$ cat config.mk
export PLATFORM = sky130hd
export DESIGN_NAME = internet_checksum_verifier
export DESIGN_NICKNAME = d
export VERILOG_FILES = /design/src/rtl/icv_pkg.sv /design/src/rtl/icv_front.sv /design/src/rtl/icv_fifo.sv /design/src/rtl/icv_back.sv /design/src/rtl/internet_checksum_verifier.sv
export SDC_FILE = /design/constraint.sdc
export NUM_CORES = 1
export LEC_CHECK = 0
export BUFFER_PORTS_ARGS = -buffer_cell sky130_fd_sc_hd__buf_4
export CORE_MARGIN = 2
export CORE_UTILIZATION = 35
export CTS_CLUSTER_DIAMETER = 150
export DETAILED_ROUTE_END_ITERATION = 16
export SLEW_MARGIN = 25
export SYNTH_ARGS = -nofsm -noshare
export SYNTH_HDL_FRONTEND = slang
export SYNTH_SLANG_ARGS = --single-unit
$ cat constraint.sdc
create_clock -name clk_i -period 12.82 [get_ports clk_i]
set_input_delay 3.205 -clock clk_i [delete_from_list [all_inputs] [get_ports clk_i]]
set_output_delay 3.205 -clock clk_i [all_outputs]
set_load 0.03 [all_outputs]
$ cat src/rtl/icv_pkg.sv
// Types, constants and helper functions shared by the checksum verifier modules.
package icv_pkg;

  // Check kinds as carried through the block; an unused opcode maps to IPV4_HDR.
  typedef enum logic [2:0] {
    KIND_IPV4_HDR = 3'd0,
    KIND_TCP4     = 3'd1,
    KIND_UDP4     = 3'd2,
    KIND_ICMP4    = 3'd3,
    KIND_TCP6     = 3'd4,
    KIND_UDP6     = 3'd5,
    KIND_ICMP6    = 3'd6
  } kind_e;

  // Verdict codes reported with each result.
  typedef enum logic [1:0] {
    STATUS_GOOD     = 2'd0,
    STATUS_BAD      = 2'd1,
    STATUS_LENGTH   = 2'd2,
    STATUS_UDP_ZERO = 2'd3
  } status_e;

  localparam logic [15:0] PROTO_TCP    = 16'd6;
  localparam logic [15:0] PROTO_UDP    = 16'd17;
  localparam logic [15:0] PROTO_ICMP6  = 16'd58;
  localparam logic [17:0] MIN_LEN_HDR  = 18'd20;
  localparam logic [17:0] MIN_LEN_UDP  = 18'd8;
  localparam logic [17:0] MIN_LEN_ICMP = 18'd4;
  localparam logic [16:0] UDP_FIELD_OFFSET = 17'd6;
  localparam logic [15:0] SUM_ALL_ONES = 16'hFFFF;
  localparam int unsigned QUEUE_DEPTH  = 4;

  // One classified word as it travels from the front part to the back part.
  typedef struct packed {
    logic        first;
    logic        last;
    logic        both;
    kind_e       kind;
    logic [15:0] word;     // data word, low byte masked for an odd tail
    logic [15:0] contrib;  // folded word plus pseudo-header seed on a first word
  } icv_item_t;

  // A segment that has ended and waits for its verdict.
  typedef struct packed {
    kind_e       kind;
    logic [15:0] sum;
    logic [16:0] bytes;
    logic [15:0] udp;
  } icv_job_t;

  // Ones' complement add of two 16-bit values with end-around carry.
  function automatic logic [15:0] oc_add(logic [15:0] a, logic [15:0] b);
    logic [16:0] s;
    s = {1'b0, a} + {1'b0, b};
    return s[15:0] + {15'd0, s[16]};
  endfunction

  // Plain sum of the four 16-bit words of a 64-bit value.
  function automatic logic [17:0] sum4(logic [63:0] v);
    return {2'b0, v[63:48]} + {2'b0, v[47:32]} + {2'b0, v[31:16]} + {2'b0, v[15:0]};
  endfunction

  function automatic kind_e to_kind(logic [2:0] opcode);
    kind_e k;
    case (opcode)
      KIND_TCP4, KIND_UDP4, KIND_ICMP4,
      KIND_TCP6, KIND_UDP6, KIND_ICMP6: k = kind_e'(opcode);
      default:                          k = KIND_IPV4_HDR;
    endcase
    return k;
  endfunction

  function automatic logic kind_is_v6(kind_e k);
    return (k == KIND_TCP6) || (k == KIND_UDP6) || (k == KIND_ICMP6);
  endfunction

  function automatic logic kind_is_v4_pseudo(kind_e k);
    return (k == KIND_TCP4) || (k == KIND_UDP4);
  endfunction

  function automatic logic [15:0] kind_proto(kind_e k);
    logic [15:0] p;
    case (k)
      KIND_TCP4, KIND_TCP6: p = PROTO_TCP;
      KIND_UDP4, KIND_UDP6: p = PROTO_UDP;
      KIND_ICMP6:           p = PROTO_ICMP6;
      default:              p = 16'd0;
    endcase
    return p;
  endfunction

  function automatic logic [17:0] kind_min_len(kind_e k);
    logic [17:0] m;
    case (k)
      KIND_UDP4, KIND_UDP6:   m = MIN_LEN_UDP;
      KIND_ICMP4, KIND_ICMP6: m = MIN_LEN_ICMP;
      default:                m = MIN_LEN_HDR;
    endcase
    return m;
  endfunction

endpackage

$ cat src/rtl/icv_front.sv
// Front part: accepts words, classifies them and forms the pseudo-header seed.
module icv_front (
  input  logic                clk_i,
  input  logic                rst_ni,
  input  logic                in_valid_i,
  output logic                in_ready_o,
  input  logic [2:0]          opcode_i,
  input  logic [63:0]         src_high_i,
  input  logic [63:0]         src_low_i,
  input  logic [63:0]         dst_high_i,
  input  logic [63:0]         dst_low_i,
  input  logic [15:0]         data_word_i,
  input  logic                both_bytes_i,
  input  logic                first_item_i,
  input  logic                last_item_i,
  output logic                push_o,
  output icv_pkg::icv_item_t  item_o,
  input  logic                queue_ready_i
);

  icv_pkg::kind_e kind;
  logic           v6;
  logic           v4p;
  logic [18:0]    g0_d, g1_d, g2_d, g3_d;

  logic           valid_q;
  icv_pkg::kind_e kind_q;
  logic           first_q, last_q, both_q;
  logic [15:0]    word_q;
  logic [18:0]    g0_q, g1_q, g2_q, g3_q;

  logic [20:0]    total;
  logic [16:0]    fold1;
  logic [15:0]    fold2;

  assign in_ready_o = !valid_q || queue_ready_i;

  // Partial sums of the pseudo-header address words, zero when not a seeding word.
  always_comb begin
    kind = icv_pkg::to_kind(opcode_i);
    v6   = first_item_i && icv_pkg::kind_is_v6(kind);
    v4p  = first_item_i && icv_pkg::kind_is_v4_pseudo(kind);
    g0_d = '0;
    g1_d = '0;
    g2_d = '0;
    g3_d = '0;
    if (v6) begin
      g0_d = {1'b0, icv_pkg::sum4(src_high_i)};
      g1_d = {1'b0, icv_pkg::sum4(src_low_i)};
      g2_d = {1'b0, icv_pkg::sum4(dst_high_i)};
      g3_d = {1'b0, icv_pkg::sum4(dst_low_i)} + {3'b0, icv_pkg::kind_proto(kind)};
    end else if (v4p) begin
      g1_d = {1'b0, icv_pkg::sum4({32'd0, src_low_i[31:0]})};
      g3_d = {1'b0, icv_pkg::sum4({32'd0, dst_low_i[31:0]})}
           + {3'b0, icv_pkg::kind_proto(kind)};
    end
  end

  // Input stage register.
  always_ff @(posedge clk_i or negedge rst_ni) begin
    if (!rst_ni) begin
      valid_q <= 1'b0;
    end else if (in_ready_o) begin
      valid_q <= in_valid_i;
    end
  end

  always_ff @(posedge clk_i) begin
    if (in_ready_o && in_valid_i) begin
      kind_q  <= kind;
      first_q <= first_item_i;
      last_q  <= last_item_i;
      both_q  <= both_bytes_i;
      word_q  <= both_bytes_i ? data_word_i : {data_word_i[15:8], 8'h00};
      g0_q    <= g0_d;
      g1_q    <= g1_d;
      g2_q    <= g2_d;
      g3_q    <= g3_d;
    end
  end

  // Combine the partial sums with the word and fold to 16 bits.
  always_comb begin
    total = {2'b0, g0_q} + {2'b0, g1_q} + {2'b0, g2_q} + {2'b0, g3_q} + {5'b0, word_q};
    fold1 = {1'b0, total[15:0]} + {12'd0, total[20:16]};
    fold2 = fold1[15:0] + {15'd0, fold1[16]};
  end

  always_comb begin
    item_o.first   = first_q;
    item_o.last    = last_q;
    item_o.both    = both_q;
    item_o.kind    = kind_q;
    item_o.word    = word_q;
    item_o.contrib = fold2;
  end

  assign push_o = valid_q;

endmodule

$ cat src/rtl/icv_fifo.sv
// Short queue of classified words between the front and back parts.
module icv_fifo (
  input  logic                clk_i,
  input  logic                rst_ni,
  input  logic                push_i,
  input  icv_pkg::icv_item_t  item_i,
  output logic                ready_o,
  output logic                valid_o,
  output icv_pkg::icv_item_t  item_o,
  input  logic                pop_i
);

  localparam int unsigned PtrW = $clog2(icv_pkg::QUEUE_DEPTH);

  icv_pkg::icv_item_t slots_q [icv_pkg::QUEUE_DEPTH];
  logic [PtrW-1:0] wr_ptr_q, rd_ptr_q;
  logic [PtrW:0]   count_q;
  logic            do_push, do_pop;

  assign ready_o = (count_q != (PtrW+1)'(icv_pkg::QUEUE_DEPTH));
  assign valid_o = (count_q != '0);
  assign item_o  = slots_q[rd_ptr_q];
  assign do_push = push_i && ready_o;
  assign do_pop  = pop_i && valid_o;

  // Pointer and fill count update.
  always_ff @(posedge clk_i or negedge rst_ni) begin
    if (!rst_ni) begin
      wr_ptr_q <= '0;
      rd_ptr_q <= '0;
      count_q  <= '0;
    end else begin
      if (do_push) begin
        wr_ptr_q <= wr_ptr_q + 1'b1;
      end
      if (do_pop) begin
        rd_ptr_q <= rd_ptr_q + 1'b1;
      end
      case ({do_push, do_pop})
        2'b10:   count_q <= count_q + 1'b1;
        2'b01:   count_q <= count_q - 1'b1;
        default: count_q <= count_q;
      endcase
    end
  end

  // Slot storage.
  always_ff @(posedge clk_i) begin
    if (do_push) begin
      slots_q[wr_ptr_q] <= item_i;
    end
  end

endmodule

$ cat src/rtl/icv_back.sv
// Back part: keeps the running sum and byte count, and judges each finished segment.
module icv_back #(
  parameter int unsigned MaxSegmentBytes = 65535
) (
  input  logic                clk_i,
  input  logic                rst_ni,
  input  logic                valid_i,
  input  icv_pkg::icv_item_t  item_i,
  output logic                pop_o,
  output logic                out_valid_o,
  input  logic                out_ready_i,
  output logic                passed_o,
  output logic [1:0]          status_o,
  output logic [15:0]         folded_sum_o
);

  localparam logic [17:0] Limit   = 18'(MaxSegmentBytes + 1);
  localparam logic [17:0] MaxLen  = 18'(MaxSegmentBytes);

  // Segment state.
  logic [15:0]     sum_q;
  logic [16:0]     bytes_q;
  icv_pkg::kind_e  kind_q;
  logic [15:0]     udp_q;
  logic            in_seg_q;

  logic [15:0]     base_sum, sum_n;
  logic [16:0]     base_bytes, bytes_n;
  logic [17:0]     bytes_wide;
  logic [15:0]     base_udp, udp_n;
  icv_pkg::kind_e  kind_n;
  logic            active, makes_result;

  icv_pkg::icv_job_t job_q;
  logic              job_valid_q, job_move;

  logic [15:0]       fin_sum, fin_s1;
  icv_pkg::status_e  fin_status;
  logic [17:0]       fin_len;

  logic              out_valid_q;
  logic              passed_q;
  logic [1:0]        status_q;
  logic [15:0]       folded_q;

  // Next segment state from the word at the head of the queue.
  always_comb begin
    base_sum   = item_i.first ? 16'd0 : sum_q;
    base_bytes = item_i.first ? 17'd0 : bytes_q;
    base_udp   = item_i.first ? 16'd0 : udp_q;
    kind_n     = item_i.first ? item_i.kind : kind_q;
    active     = item_i.first || in_seg_q;
    udp_n      = (base_bytes == icv_pkg::UDP_FIELD_OFFSET) ? item_i.word : base_udp;
    sum_n      = icv_pkg::oc_add(base_sum, item_i.contrib);
    bytes_wide = {1'b0, base_bytes} + (item_i.both ? 18'd2 : 18'd1);
    bytes_n    = (bytes_wide > Limit) ? Limit[16:0] : bytes_wide[16:0];
    makes_result = active && item_i.last;
  end

  assign job_move = !out_valid_q || out_ready_i;
  assign pop_o    = valid_i && (!makes_result || !job_valid_q || job_move);

  always_ff @(posedge clk_i or negedge rst_ni) begin
    if (!rst_ni) begin
      sum_q    <= '0;
      bytes_q  <= '0;
      kind_q   <= icv_pkg::KIND_IPV4_HDR;
      udp_q    <= '0;
      in_seg_q <= 1'b0;
    end else if (pop_o && active) begin
      sum_q    <= sum_n;
      bytes_q  <= bytes_n;
      kind_q   <= kind_n;
      udp_q    <= udp_n;
      in_seg_q <= !item_i.last;
    end
  end

  // Finished segment waiting for its verdict.
  always_ff @(posedge clk_i or negedge rst_ni) begin
    if (!rst_ni) begin
      job_valid_q <= 1'b0;
    end else begin
      job_valid_q <= (job_valid_q && !job_move) || (pop_o && makes_result);
    end
  end

  always_ff @(posedge clk_i) begin
    if (pop_o && makes_result) begin
      job_q.kind  <= kind_n;
      job_q.sum   <= sum_n;
      job_q.bytes <= bytes_n;
      job_q.udp   <= udp_n;
    end
  end

  // Add the counted length into any pseudo-header and judge the segment.
  always_comb begin
    fin_len = {1'b0, job_q.bytes};
    fin_s1  = icv_pkg::oc_add(job_q.sum, {15'd0, job_q.bytes[16]});
    if (icv_pkg::kind_is_v6(job_q.kind)) begin
      fin_sum = icv_pkg::oc_add(fin_s1, job_q.bytes[15:0]);
    end else if (icv_pkg::kind_is_v4_pseudo(job_q.kind)) begin
      fin_sum = icv_pkg::oc_add(job_q.sum, job_q.bytes[15:0]);
    end else begin
      fin_sum = job_q.sum;
    end
    if ((fin_len < icv_pkg::kind_min_len(job_q.kind)) || (fin_len > MaxLen)) begin
      fin_status = icv_pkg::STATUS_LENGTH;
    end else if ((job_q.kind == icv_pkg::KIND_UDP4) && (job_q.udp == 16'd0)) begin
      fin_status = icv_pkg::STATUS_UDP_ZERO;
    end else if (fin_sum == icv_pkg::SUM_ALL_ONES) begin
      fin_status = icv_pkg::STATUS_GOOD;
    end else begin
      fin_status = icv_pkg::STATUS_BAD;
    end
  end

  // Result register toward the output channel.
  always_ff @(posedge clk_i or negedge rst_ni) begin
    if (!rst_ni) begin
      out_valid_q <= 1'b0;
    end else if (job_move) begin
      out_valid_q <= job_valid_q;
    end
  end

  always_ff @(posedge clk_i) begin
    if (job_move && job_valid_q) begin
      passed_q <= (fin_status == icv_pkg::STATUS_GOOD) ||
                  (fin_status == icv_pkg::STATUS_UDP_ZERO);
      status_q <= fin_status;
      folded_q <= fin_sum;
    end
  end

  assign out_valid_o  = out_valid_q;
  assign passed_o     = passed_q;
  assign status_o     = status_q;
  assign folded_sum_o = folded_q;

endmodule

$ cat src/rtl/internet_checksum_verifier.sv
// Top level of the internet checksum verifier.
//
//  Channel  Dir  Request carries
//  s_axis   in   one 16-bit segment word, with kind and addresses on the first word
//  m_axis   out  one verdict per segment: passed, status, folded sum
//
// One word is taken every cycle while the input is ready; the end-around-carry adder
// loops through the sum register alone. A verdict passes the input, queue, job and
// result registers. After reset the block is ready at once; no memory is cleared.
// A stalled output holds the result register and one finished segment behind it;
// words keep draining until the next last word reaches the head of the four-entry
// queue, and the input is held off only once that queue and the input register fill.
module internet_checksum_verifier #(
  parameter int unsigned MaxSegmentBytes = 65535
) (
  input  logic         clk_i,
  input  logic         rst_ni,
  input  logic         s_axis_tvalid,
  output logic         s_axis_tready,
  // src_high[63:0] src_low[127:64] dst_high[191:128] dst_low[255:192] data_word[271:256]
  input  logic [271:0] s_axis_tdata,
  // opcode[2:0] both_bytes[3] first_item[4]
  input  logic [4:0]   s_axis_tuser,
  input  logic         s_axis_tlast,
  output logic         m_axis_tvalid,
  input  logic         m_axis_tready,
  // folded_sum[15:0]
  output logic [15:0]  m_axis_tdata,
  // passed[0] status[2:1]
  output logic [2:0]   m_axis_tuser
);

  icv_pkg::icv_item_t push_item, head_item;
  logic push, queue_ready, head_valid, pop;
  logic passed;
  logic [1:0] status;

  icv_front u_front (
    .clk_i         (clk_i),
    .rst_ni        (rst_ni),
    .in_valid_i    (s_axis_tvalid),
    .in_ready_o    (s_axis_tready),
    .opcode_i      (s_axis_tuser[2:0]),
    .src_high_i    (s_axis_tdata[63:0]),
    .src_low_i     (s_axis_tdata[127:64]),
    .dst_high_i    (s_axis_tdata[191:128]),
    .dst_low_i     (s_axis_tdata[255:192]),
    .data_word_i   (s_axis_tdata[271:256]),
    .both_bytes_i  (s_axis_tuser[3]),
    .first_item_i  (s_axis_tuser[4]),
    .last_item_i   (s_axis_tlast),
    .push_o        (push),
    .item_o        (push_item),
    .queue_ready_i (queue_ready)
  );

  icv_fifo u_fifo (
    .clk_i   (clk_i),
    .rst_ni  (rst_ni),
    .push_i  (push),
    .item_i  (push_item),
    .ready_o (queue_ready),
    .valid_o (head_valid),
    .item_o  (head_item),
    .pop_i   (pop)
  );

  icv_back #(
    .MaxSegmentBytes (MaxSegmentBytes)
  ) u_back (
    .clk_i        (clk_i),
    .rst_ni       (rst_ni),
    .valid_i      (head_valid),
    .item_i       (head_item),
    .pop_o        (pop),
    .out_valid_o  (m_axis_tvalid),
    .out_ready_i  (m_axis_tready),
    .passed_o     (passed),
    .status_o     (status),
    .folded_sum_o (m_axis_tdata)
  );

  assign m_axis_tuser = {status, passed};

endmodule

* Yosys cells after proc, flatten, opt, wreduce, memory -nomap -nowiden
Memories as Yosys holds them, arrays and structs flattened. Cells that the tools add are included.
Cells by class: add/sub/neg operators 35, order comparisons 3, eq/ne operators 23, mux-type cells 25, reductions and logical operators 41
Operators by type and width (number):
- 16-bit by 16-bit adder with 17-bit output | 9
- 18-bit by 16-bit adder with 18-bit output | 8
- 16-bit 2-to-1 mux | 8
- 16-bit by 1-bit adder with 16-bit output | 5
- 21-bit by 19-bit adder with 21-bit output | 2
- 18-bit by 16-bit adder with 19-bit output | 2
- 19-bit 2-to-1 mux | 2
- 18-bit 2-to-1 mux | 2
- 17-bit 2-to-1 mux | 2
- 3-bit equality test (second input constant) | 9
- 21-bit by 16-bit adder with 21-bit output | 1
- 19-bit by 19-bit adder with 20-bit output | 1
- 17-bit by 18-bit adder with 18-bit output | 1
- 18-bit by 17-bit greater-than comparator with 1-bit output (second input constant) | 1
- 6-bit case mux with 3 select lines | 1
- 16-bit by 1-bit adder with 17-bit output | 1
- 16-bit by 5-bit adder with 17-bit output | 1
- 17-bit by 3-bit equality test with 1-bit output (second input constant) | 1
- 17-bit by 16-bit greater-than comparator with 1-bit output (second input constant) | 1
- 17-bit by 5-bit less-than comparator with 1-bit output | 1
- 16-bit equality test (second input constant) | 1
- 16-bit zero test | 1
- 3-bit by 2-bit equality test with 1-bit output (second input constant) | 5
- 1-bit logical OR | 14
- 19 further kinds | 47
Word-level totals: register bits 232, memory bits (writable) 152, bits of input ports 282, logic and storage cells 159, memories kept 1
Memory list:
- u_fifo.slots_q | words 4, bits a word 38, rd ports 1, clocked after Yosys merged registers in 0, wr ports 1, RTL line icv_fifo.sv:15 | icv_pkg::icv_item_t slots_q [icv_pkg::QUEUE_DEPTH];

* Logic depth before layout (Yosys ltp)
Gate-level depths: netlist of the first run.
word-level depth 11, depth in mapped cells 42, gate-level depth less buffers 42

* Cells and area by module
From an unflattened synthesis of the first run, not the netlist that was laid out.
Second synthesis, totals: cell total of the unflattened synthesis 2628, area total of the unflattened synthesis 29407.0 um^2
Modules (own cells, without submodules):
- icv_front | times used 1, cells an instance 1264, area each 13519.2 um^2
- icv_back | times used 1, cells an instance 1127, area each 9978.3 um^2
- icv_fifo | times used 1, cells an instance 236, area each 5901.9 um^2
- internet_checksum_verifier | times used 1, cells an instance 1, area each 7.5 um^2

* Least setup slack after synthesis of the first run
No wires, ideal clock.
path type reg2reg, start register u_front.g1_q[0], end memory u_fifo.slots_q[0][15] (netlist bit) (data pin), setup time 0.275 ns, arrival time 7.997 ns, required time 12.545 ns, slack 4.548 ns, stages on the path, launching flop included 43, clock period less this slack 8.272 ns, path through edfxtp_1 -> ha_1 -> inv_1 -> fa_1 -> nor2b_1 -> o21ai_0 -> a21boi_0 -> o21a_1 -> o21ai_0 -> a211oi_1 -> o21ai_0 -> nand2b_1 -> xor2_1 -> fa_1 -> inv_1 -> fa_1 -> inv_1 -> ha_1 -> (+7 left out) -> o21a_1 -> o21a_1 -> nor2_1 -> ha_1 -> a21o_1 -> a21oi_1 -> nor2b_1 -> o21ai_0 -> nor4_1 -> and3b_1 -> ha_1 -> nand3_1 -> or4_1 -> nor3_1 -> and3_1 -> a32oi_1 -> nor2_1 -> xnor2_1
RTL lines:
- start: declaration | RTL line icv_front.sv:30 | logic [18:0] g0_q, g1_q, g2_q, g3_q;
- start signal: assignment | RTL line icv_front.sv:76 | g1_q <= g1_d;
- end: declaration | RTL line icv_fifo.sv:15

==> results of run 1 <==
kinds of logic (layout without fill, tap and decap cells):
group	Yosys count	after routing	share of synthesized area (%)
simple gates	910	910	14.3
compound gates	655	655	13.7
buf+inv	485	805	5.80
fa+ha+maj	406	406	18.8
flops	381	381	35.1
xor+xnor	311	311	8.60
mux	66	66	3.66
other cells	0	2	0
worst max-delay path, delay by kind of cell, from the launching register on:
kind	cells	cell delay, ns
AO/OA/AOI/OAI	17	3.44
flip-flops	1	0.37
buffers and inverters	3	0.16
AND/OR/NAND/NOR	12	2.51
XOR/XNOR	2	0.36
adder cells (fa/ha/maj)	7	2.34
sequential cells by signal (all words and copies together), names as in the netlist, 2 cells and up:
name                 flops
u_back.bytes_q          17
u_back.fin_len          17
u_back.folded_sum_o     16
u_back.job_q            35
u_back.kind_q            3
u_back.status_o          2
u_back.sum_q            16
u_back.udp_q            16
u_fifo.count_q           3
u_fifo.rd_ptr_q          2
u_fifo.slots_q         152
u_fifo.wr_ptr_q          2
u_front.g0_q            18
u_front.g1_q            18
u_front.g2_q            18
u_front.g3_q            19
u_front.kind_q           3
u_front.word_q          16
per-stage QoR:
stage | setup WS, ns | instance area (sq um) | hold slack [ns] | util (%) | cells
3_3_place_gp | 3.78 | 35300 | 0.449 | 39.2 | 4630
6_report | 3.43 | 36700 | 0.469 | 40.9 | 4712
2_1_floorplan | 4.55 | 31700 | 0.438 | - | 3214
3_5_place_dp | 3.60 | 35300 | 0.455 | 39.2 | 4630
4_1_cts | 3.53 | 36700 | 0.469 | 40.8 | 4710
5_1_grt | 2.53 | 36700 | 0.487 | 40.9 | 4712
synthesized netlist by cell type, types with 30 or more instances:
library cell / n
inv_1: 409
edfxtp_1: 318
ha_1: 288
nand2_1: 242
nor2_1: 213
xnor2_1: 181
a21oi_1: 156
xor2_1: 130
o21ai_0: 123
fa_1: 118
nor3_1: 74
a21o_1: 73
nand3_1: 67
clkbuf_1: 66
dfrtp_1: 63
nor2b_1: 50
and2_1: 40
mux4_2: 38
o22ai_1: 37
nand2b_1: 36
a211oi_1: 33
and3_1: 31
o21bai_1: 30
worst min path at each step:
stage	end	cells after the start	startpoint	slack, ns
final	u_back.sum_q[9]$_DFFE_PN0P_	2	u_back.sum_q[9]$_DFFE_PN0P_	0.47
after global routing	u_back.sum_q[12]$_DFFE_PN0P_	2	u_back.sum_q[12]$_DFFE_PN0P_	0.49
after CTS	u_back.sum_q[10]$_DFFE_PN0P_	2	u_back.sum_q[10]$_DFFE_PN0P_	0.47
after detailed placement	u_back.sum_q[10]$_DFFE_PN0P_	2	u_back.sum_q[10]$_DFFE_PN0P_	0.45
after global placement	u_back.sum_q[10]$_DFFE_PN0P_	2	u_back.sum_q[10]$_DFFE_PN0P_	0.45
after floorplan	u_back.sum_q[0]$_DFFE_PN0P_	2	u_back.sum_q[0]$_DFFE_PN0P_	0.44
cell type report:
class / count / area, sq um / share of cell area (%)
clock inverters: 28 / 309 / 0.842
diodes: 2 / 5.00 / 0.0136
flip-flops and latches: 381 / 11100 / 30.3
inverters: 409 / 1540 / 4.18
repair buffers: 316 / 2380 / 6.47
multi-input cells: 2348 / 18800 / 51.1
well taps: 1176 / 1470 / 4.01
clock buffers: 52 / 1140 / 3.11
layer usage:
metal / wire (um) / part of all wire [%] / vias to the layer above / GRT usage [%]
met5: 13 / 0.017 / - / 0
met4: 3570 / 4.6 / 2 / 7.13
met2: 38200 / 49 / 502 / 29.5
li1: - / - / 11900 / -
met1: 33100 / 42 / 11100 / 20.1
met3: 2990 / 3.8 / 135 / 2.28
==> out/qor.yml, run 1 <==
status: "finished, final reports clean"
drive_above_1_share_pct: 13.8
syn-num-nets: 3902
seq_area_frac_synth_pct: 35.1
yosysWarnings: 0
nNetsFinal: 4188
endpoint_kind: "flop"
ys_seq_elements: 381
cts_buffers: 44
cts_hold_buf: 0
fin_crit_sh_pct: 73.3
htree_levels: 2
cts_setup_buffers: 0
viasPerCell: 5.03
area_delta_synth_final_pct: 15.9
dieWidth_um: 305
gr-total-overflow: 0
first_pass_iters: 6
regToRegStartpoint: "u_front.g1_q[0]$_DFFE_PP_"
fp.coreArea_sq_um: 89900
hold_class: "flop to flop"
drt-total-wl_um: 77800
grt_util_all_layers_pct: 16.6
avgSynthCellArea_sq_um: 9.86
setup-tns-final_ns: 0
drv_slew: 0
cts.sinks: 381
worstPathRequired_ns: 13.22
io_buffers: 302
place.gp.congestion: 0.891
r2r-end: "u_fifo.slots_q[2][15]$_DFFE_PP_"
grt_max_degree: 65
synth_top_cell_by_area: "edfxtp_1"
clock_path_buffers: 3
syn_inst: 3214
fmax_ghz: 0.106
final_cell_mix: "409 x inv_1, 318 x edfxtp_1, 315 x buf_4"
tightest_slew_ns: 1.05
ios: 303
cts_tree: "done"
critical_path_class: "flop to flop"
grt_pass1_vias: 23600
fp-row-count: 110
synth_top_area_share_pct: 30.1
ys_async_sr_fraction_pct: 16.5
startpoint: "u_front.g1_q[0]$_DFFE_PP_"
mostFrequentLayoutCell: "inv_1"
synthTopCellsByArea: "edfxtp_1 30%, ha_1 11%, fa_1 7.5%"
dieArea_sq_um: 93000
max-cap-violations: 0
avgRoutedWirePerCell_um: 16.5
cts-root-buf: "clkbuf_16"
grt_setup_unrepaired: "false"
num_vias: 23700
ys_types: 90
ff2ff_path_depth: 41
synth_edf_count: 318
crit_fanout: 9
cp.arrival_ns: 9.79
crit_path_end: "u_fifo.slots_q[2][15]$_DFFE_PP_"
antenna_left: 0
antenna_found_initial: 5
reg2reg_slack_ns: 3.43
ys.flop_type: "edfxtp_1"
crit_slowest_cell: "or4_1"
timing.slew.headroom_pct: 29.3
die_h_um: 305
clkLatencyLatePin_ns: 0.61
start_kind: "flop"
path_clk_slew_ns: 0.06
crit_top_cell: "o21ai_0"
drtIter0Drc: 1323
skew_ns: 0.0420
grt_first_pass_wirelength_um: 124000
cts_resized: 0
fin_crit_ns: 9.39
nFillCells: 8891
drc: 0
initial_core_util_pct: 35.3
worst_path_largest_cell_delay_ns: 0.57
finalHoldViolCount: 0
dp_hpwl_um: 62100
setup_violations: 0
synth.cell_area_sq_um: 31700
Power of run 1 is not shown: default switching activity piles up to over one toggle a cycle in this logic, so the estimate is an artifact.
==> run 2: changes to the inputs <==
- ABC_AREA: not set -> 1
- clock period: 12.82 -> 9.2 ns (I/O delays scaled with it)
==> run 2 against run 1 <==
  * Clock skew down 0.018 ns
  * Utilization down 0.072 points
  * Global-route usage up 0.66 points
  * Sequential share of layout area down 1.0 points
  * First-iteration DRC count down 5.3%
  * Synthesized cell count up 29%
  * Hold slack better by 0.011 ns
  * Sequential cell count unchanged
  * Area after synthesis up 3.7%
==> out/qor.yml, run 2 <==
status: "finished, final reports clean"  # unchanged
grt_busiest_layer: "met2"  # unchanged
fin_crit_sh_pct: 87.8  # was 73.3%
synthTopCellsByCount: "840 x nand2_1, 772 x inv_1, 357 x nor2_1"  # was 409 x inv_1, 318 x edfxtp_1, 288 x ha_1
clock_path_buffers: 3  # unchanged
multi_input_area_sq_um: 18600  # was 18,800 sq um
antenna_found_initial: 2  # was 5
tightest_slew_ns: 0.938  # was 1.05 ns
area_delta_synth_final_pct: 15.7  # was 15.9%
skew_ns: 0.0235  # was 0.0420 ns
syn_inst: 4153  # was 3,214
clkLatencyLatePin_ns: 0.57  # was 0.61 ns
cts_resized: 0  # unchanged
ys.flop_type: "edfxtp_1"  # unchanged
synth_top_area_share_pct: 29.1  # was 30.1%
gr-total-overflow: 0  # unchanged
endpoint_kind: "flop"  # unchanged
ys_async_sr_fraction_pct: 16.5  # unchanged
dieArea_sq_um: 96400  # was 93,000 sq um
drv_slew: 0  # unchanged
viasPerCell: 4.77  # was 5.03
seq_area_frac_synth_pct: 33.9  # was 35.1%
grt_util_met3_pct: 2.15  # was 2.28%
finalHoldViolCount: 0  # unchanged
top_register: "u_fifo.slots_q"  # unchanged
nNetsFinal: 5141  # was 4,188
synth_edf_count: 318  # unchanged
crit_top_cell: "nor2_1"  # was o21ai_0
drt-total-wl_um: 83000  # was 77,800 um
cp.arrival_ns: 8.40  # was 9.79 ns
antenna_left: 0  # unchanged
hold_class: "flop to flop"  # unchanged
largest_reg_flops: 152  # unchanged
mostFrequentLayoutCell: "nand2_1"  # was inv_1
nFillCells: 9549  # was 8,891
fmax_ghz: 0.124  # was 0.106 GHz
cts_tree: "done"  # unchanged
ys_seq_elements: 381  # unchanged
grt_util_all_layers_pct: 17.3  # was 16.6%
first_pass_iters: 5  # was 6
crit_fanout: 6  # was 9
final_cell_mix: "839 x nand2_1, 771 x inv_1, 351 x nor2_1"  # was 409 x inv_1, 318 x edfxtp_1, 315 x buf_4
drc: 0  # unchanged
fp.coreArea_sq_um: 93200  # was 89,900 sq um
seqCellArea_sq_um: 11100  # unchanged
max-cap-violations: 0  # unchanged
critical_path_class: "flop to flop"  # unchanged
worstPathRequired_ns: 9.52  # was 13.22 ns
antenna_cells: 0  # was 2
path_clk_slew_ns: 0.06  # about the same
avgRoutedWirePerCell_um: 14.5  # was 16.5 um
use_met1_pct: 20.2  # was 20.1%
crit_slowest_cell: "fa_1"  # was or4_1
grt_max_degree: 76  # was 65
synth_most_common_cell: "nand2_1"  # was inv_1
drive_above_1_share_pct: 10.1  # was 13.8%
fin_crit_ns: 8.08  # was 9.39 ns
dieWidth_um: 310  # was 305 um
ios: 303  # unchanged
grt_pass1_vias: 26900  # was 23,600
cts.sinks: 381  # unchanged
num_vias: 27400  # was 23,700
start_kind: "flop"  # unchanged
setup_violations: 0  # unchanged
synth_top_cell_by_area: "edfxtp_1"  # unchanged
cts_buffers: 43  # was 44
die_h_um: 310  # was 305 um
fp-row-count: 112  # was 110
worst_path_largest_cell_delay_ns: 0.49  # was 0.57 ns
ys_types: 58  # was 90
grt_setup_unrepaired: "false"  # unchanged
yosysWarnings: 0  # unchanged
reg.largest.list: "u_fifo.slots_q (152), u_back.job_q (35), u_front.g3_q (19)"  # unchanged
htree_levels: 2  # unchanged
grt_util_met2_pct: 32.6  # was 29.5%
timing.slew.headroom_pct: 37.2  # was 29.3%
avgSynthCellArea_sq_um: 7.91  # was 9.86 sq um
dp_hpwl_um: 66800  # was 62,100 um
syn-num-nets: 4841  # was 3,902
cts_setup_buffers: 0  # unchanged
initial_core_util_pct: 35.3  # about the same
io_buffers: 302  # unchanged
setup-tns-final_ns: 0  # unchanged
place.gp.congestion: 0.929  # was 0.891
cts-root-buf: "clkbuf_16"  # unchanged
synthTopCellsByArea: "edfxtp_1 29%, ha_1 11%, nand2_1 9.6%"  # was edfxtp_1 30%, ha_1 11%, fa_1 7.5%
cts_hold_buf: 0  # unchanged
grt_first_pass_wirelength_um: 135000  # was 124,000 um
synth.cell_area_sq_um: 32900  # was 31,700 sq um
drtIter0Drc: 1253  # was 1,323
-- run 2: cell types whose count changed in the layout (fill, tap and decap cells not counted), sizes merged, moves of 56 or more --
cell / change
nand3: +193
nor2: +164
xnor2: -127
nand2: +609
a21oi: +126
o21ai: +123
inv: +371
a21o: -56
-- run 2: final timing paths --
check                      cells past startpoint                   startpoint  slack (ns)                         endpoint
setup / recovery                              43    u_front.g1_q[0]$_DFFE_PP_        1.12  u_fifo.slots_q[0][13]$_DFFE_PP_
hold / removal                                 2  u_back.udp_q[3]$_DFFE_PN0P_        0.48      u_back.udp_q[3]$_DFFE_PN0P_
setup reg to reg                              43    u_front.g1_q[0]$_DFFE_PP_        1.12  u_fifo.slots_q[0][13]$_DFFE_PP_
hold reg to reg                                2  u_back.udp_q[3]$_DFFE_PN0P_        0.48      u_back.udp_q[3]$_DFFE_PN0P_
max in group asynchronous                      1                       rst_ni        6.73   u_fifo.rd_ptr_q[0]$_DFFE_PN0P_
min in group asynchronous                      1                       rst_ni        1.85   u_fifo.wr_ptr_q[0]$_DFFE_PN0P_
-- run 2: final cells by class --
class / count / share of cell area, %
flip-flops and latches: 381 / 29.3
inverters: 785 / 7.77
repair buffers: 319 / 6.30
multi-input cells: 2923 / 48.8
clock inverters: 29 / 0.777
clock buffers: 50 / 2.90
well taps: 1254 / 4.13
-- run 2: routing by layer --
metal  routed length, um  up-vias  share of wire, %
met1               34900    12500                42
met3                2990      134               3.6
met2               42400      491                51
met4                2680        4               3.2
met5                  27        -             0.033
li1                    -    14200                 -
-- run 2: cell families (layout without fill, tap and decap cells) --
family	count (synthesis)	after routing	share of synthesized area, %
and+or+nand+nor	1625	1625	21.2
AOI/OAI and AO/OA	693	693	11.6
DFF	381	381	33.9
buffers and inverters	849	1183	9.83
adders and majority gates	406	406	18.2
xor gates and xnor gates	199	199	5.33
-- run 2: per-stage QoR --
step | setup slack (ns) | hold WS (ns) | utilization, % | cell area (sq um) | instances
2_1_floorplan | 2.02 | 0.445 | - | 32900 | 4153
3_3_place_gp | 1.25 | 0.462 | 39.3 | 36600 | 5662
3_5_place_dp | 1.16 | 0.467 | 39.3 | 36600 | 5662
4_1_cts | 1.14 | 0.485 | 40.8 | 38000 | 5741
5_1_grt | 0.303 | 0.499 | 40.8 | 38000 | 5741
6_report | 1.12 | 0.480 | 40.8 | 38000 | 5741
-- run 2: worst max-delay path, delay by kind of cell (launching register included) --
| family | cells | cell delay (ns) |
|---|---|---|
| xor gates and xnor gates | 3 | 0.37 |
| DFF | 1 | 0.33 |
| AOI/OAI and AO/OA | 8 | 1.54 |
| adders and majority gates | 7 | 2.55 |
| and+or+nand+nor | 21 | 2.74 |
| buffers and inverters | 4 | 0.27 |
Power of run 2 is left out for the same reason.
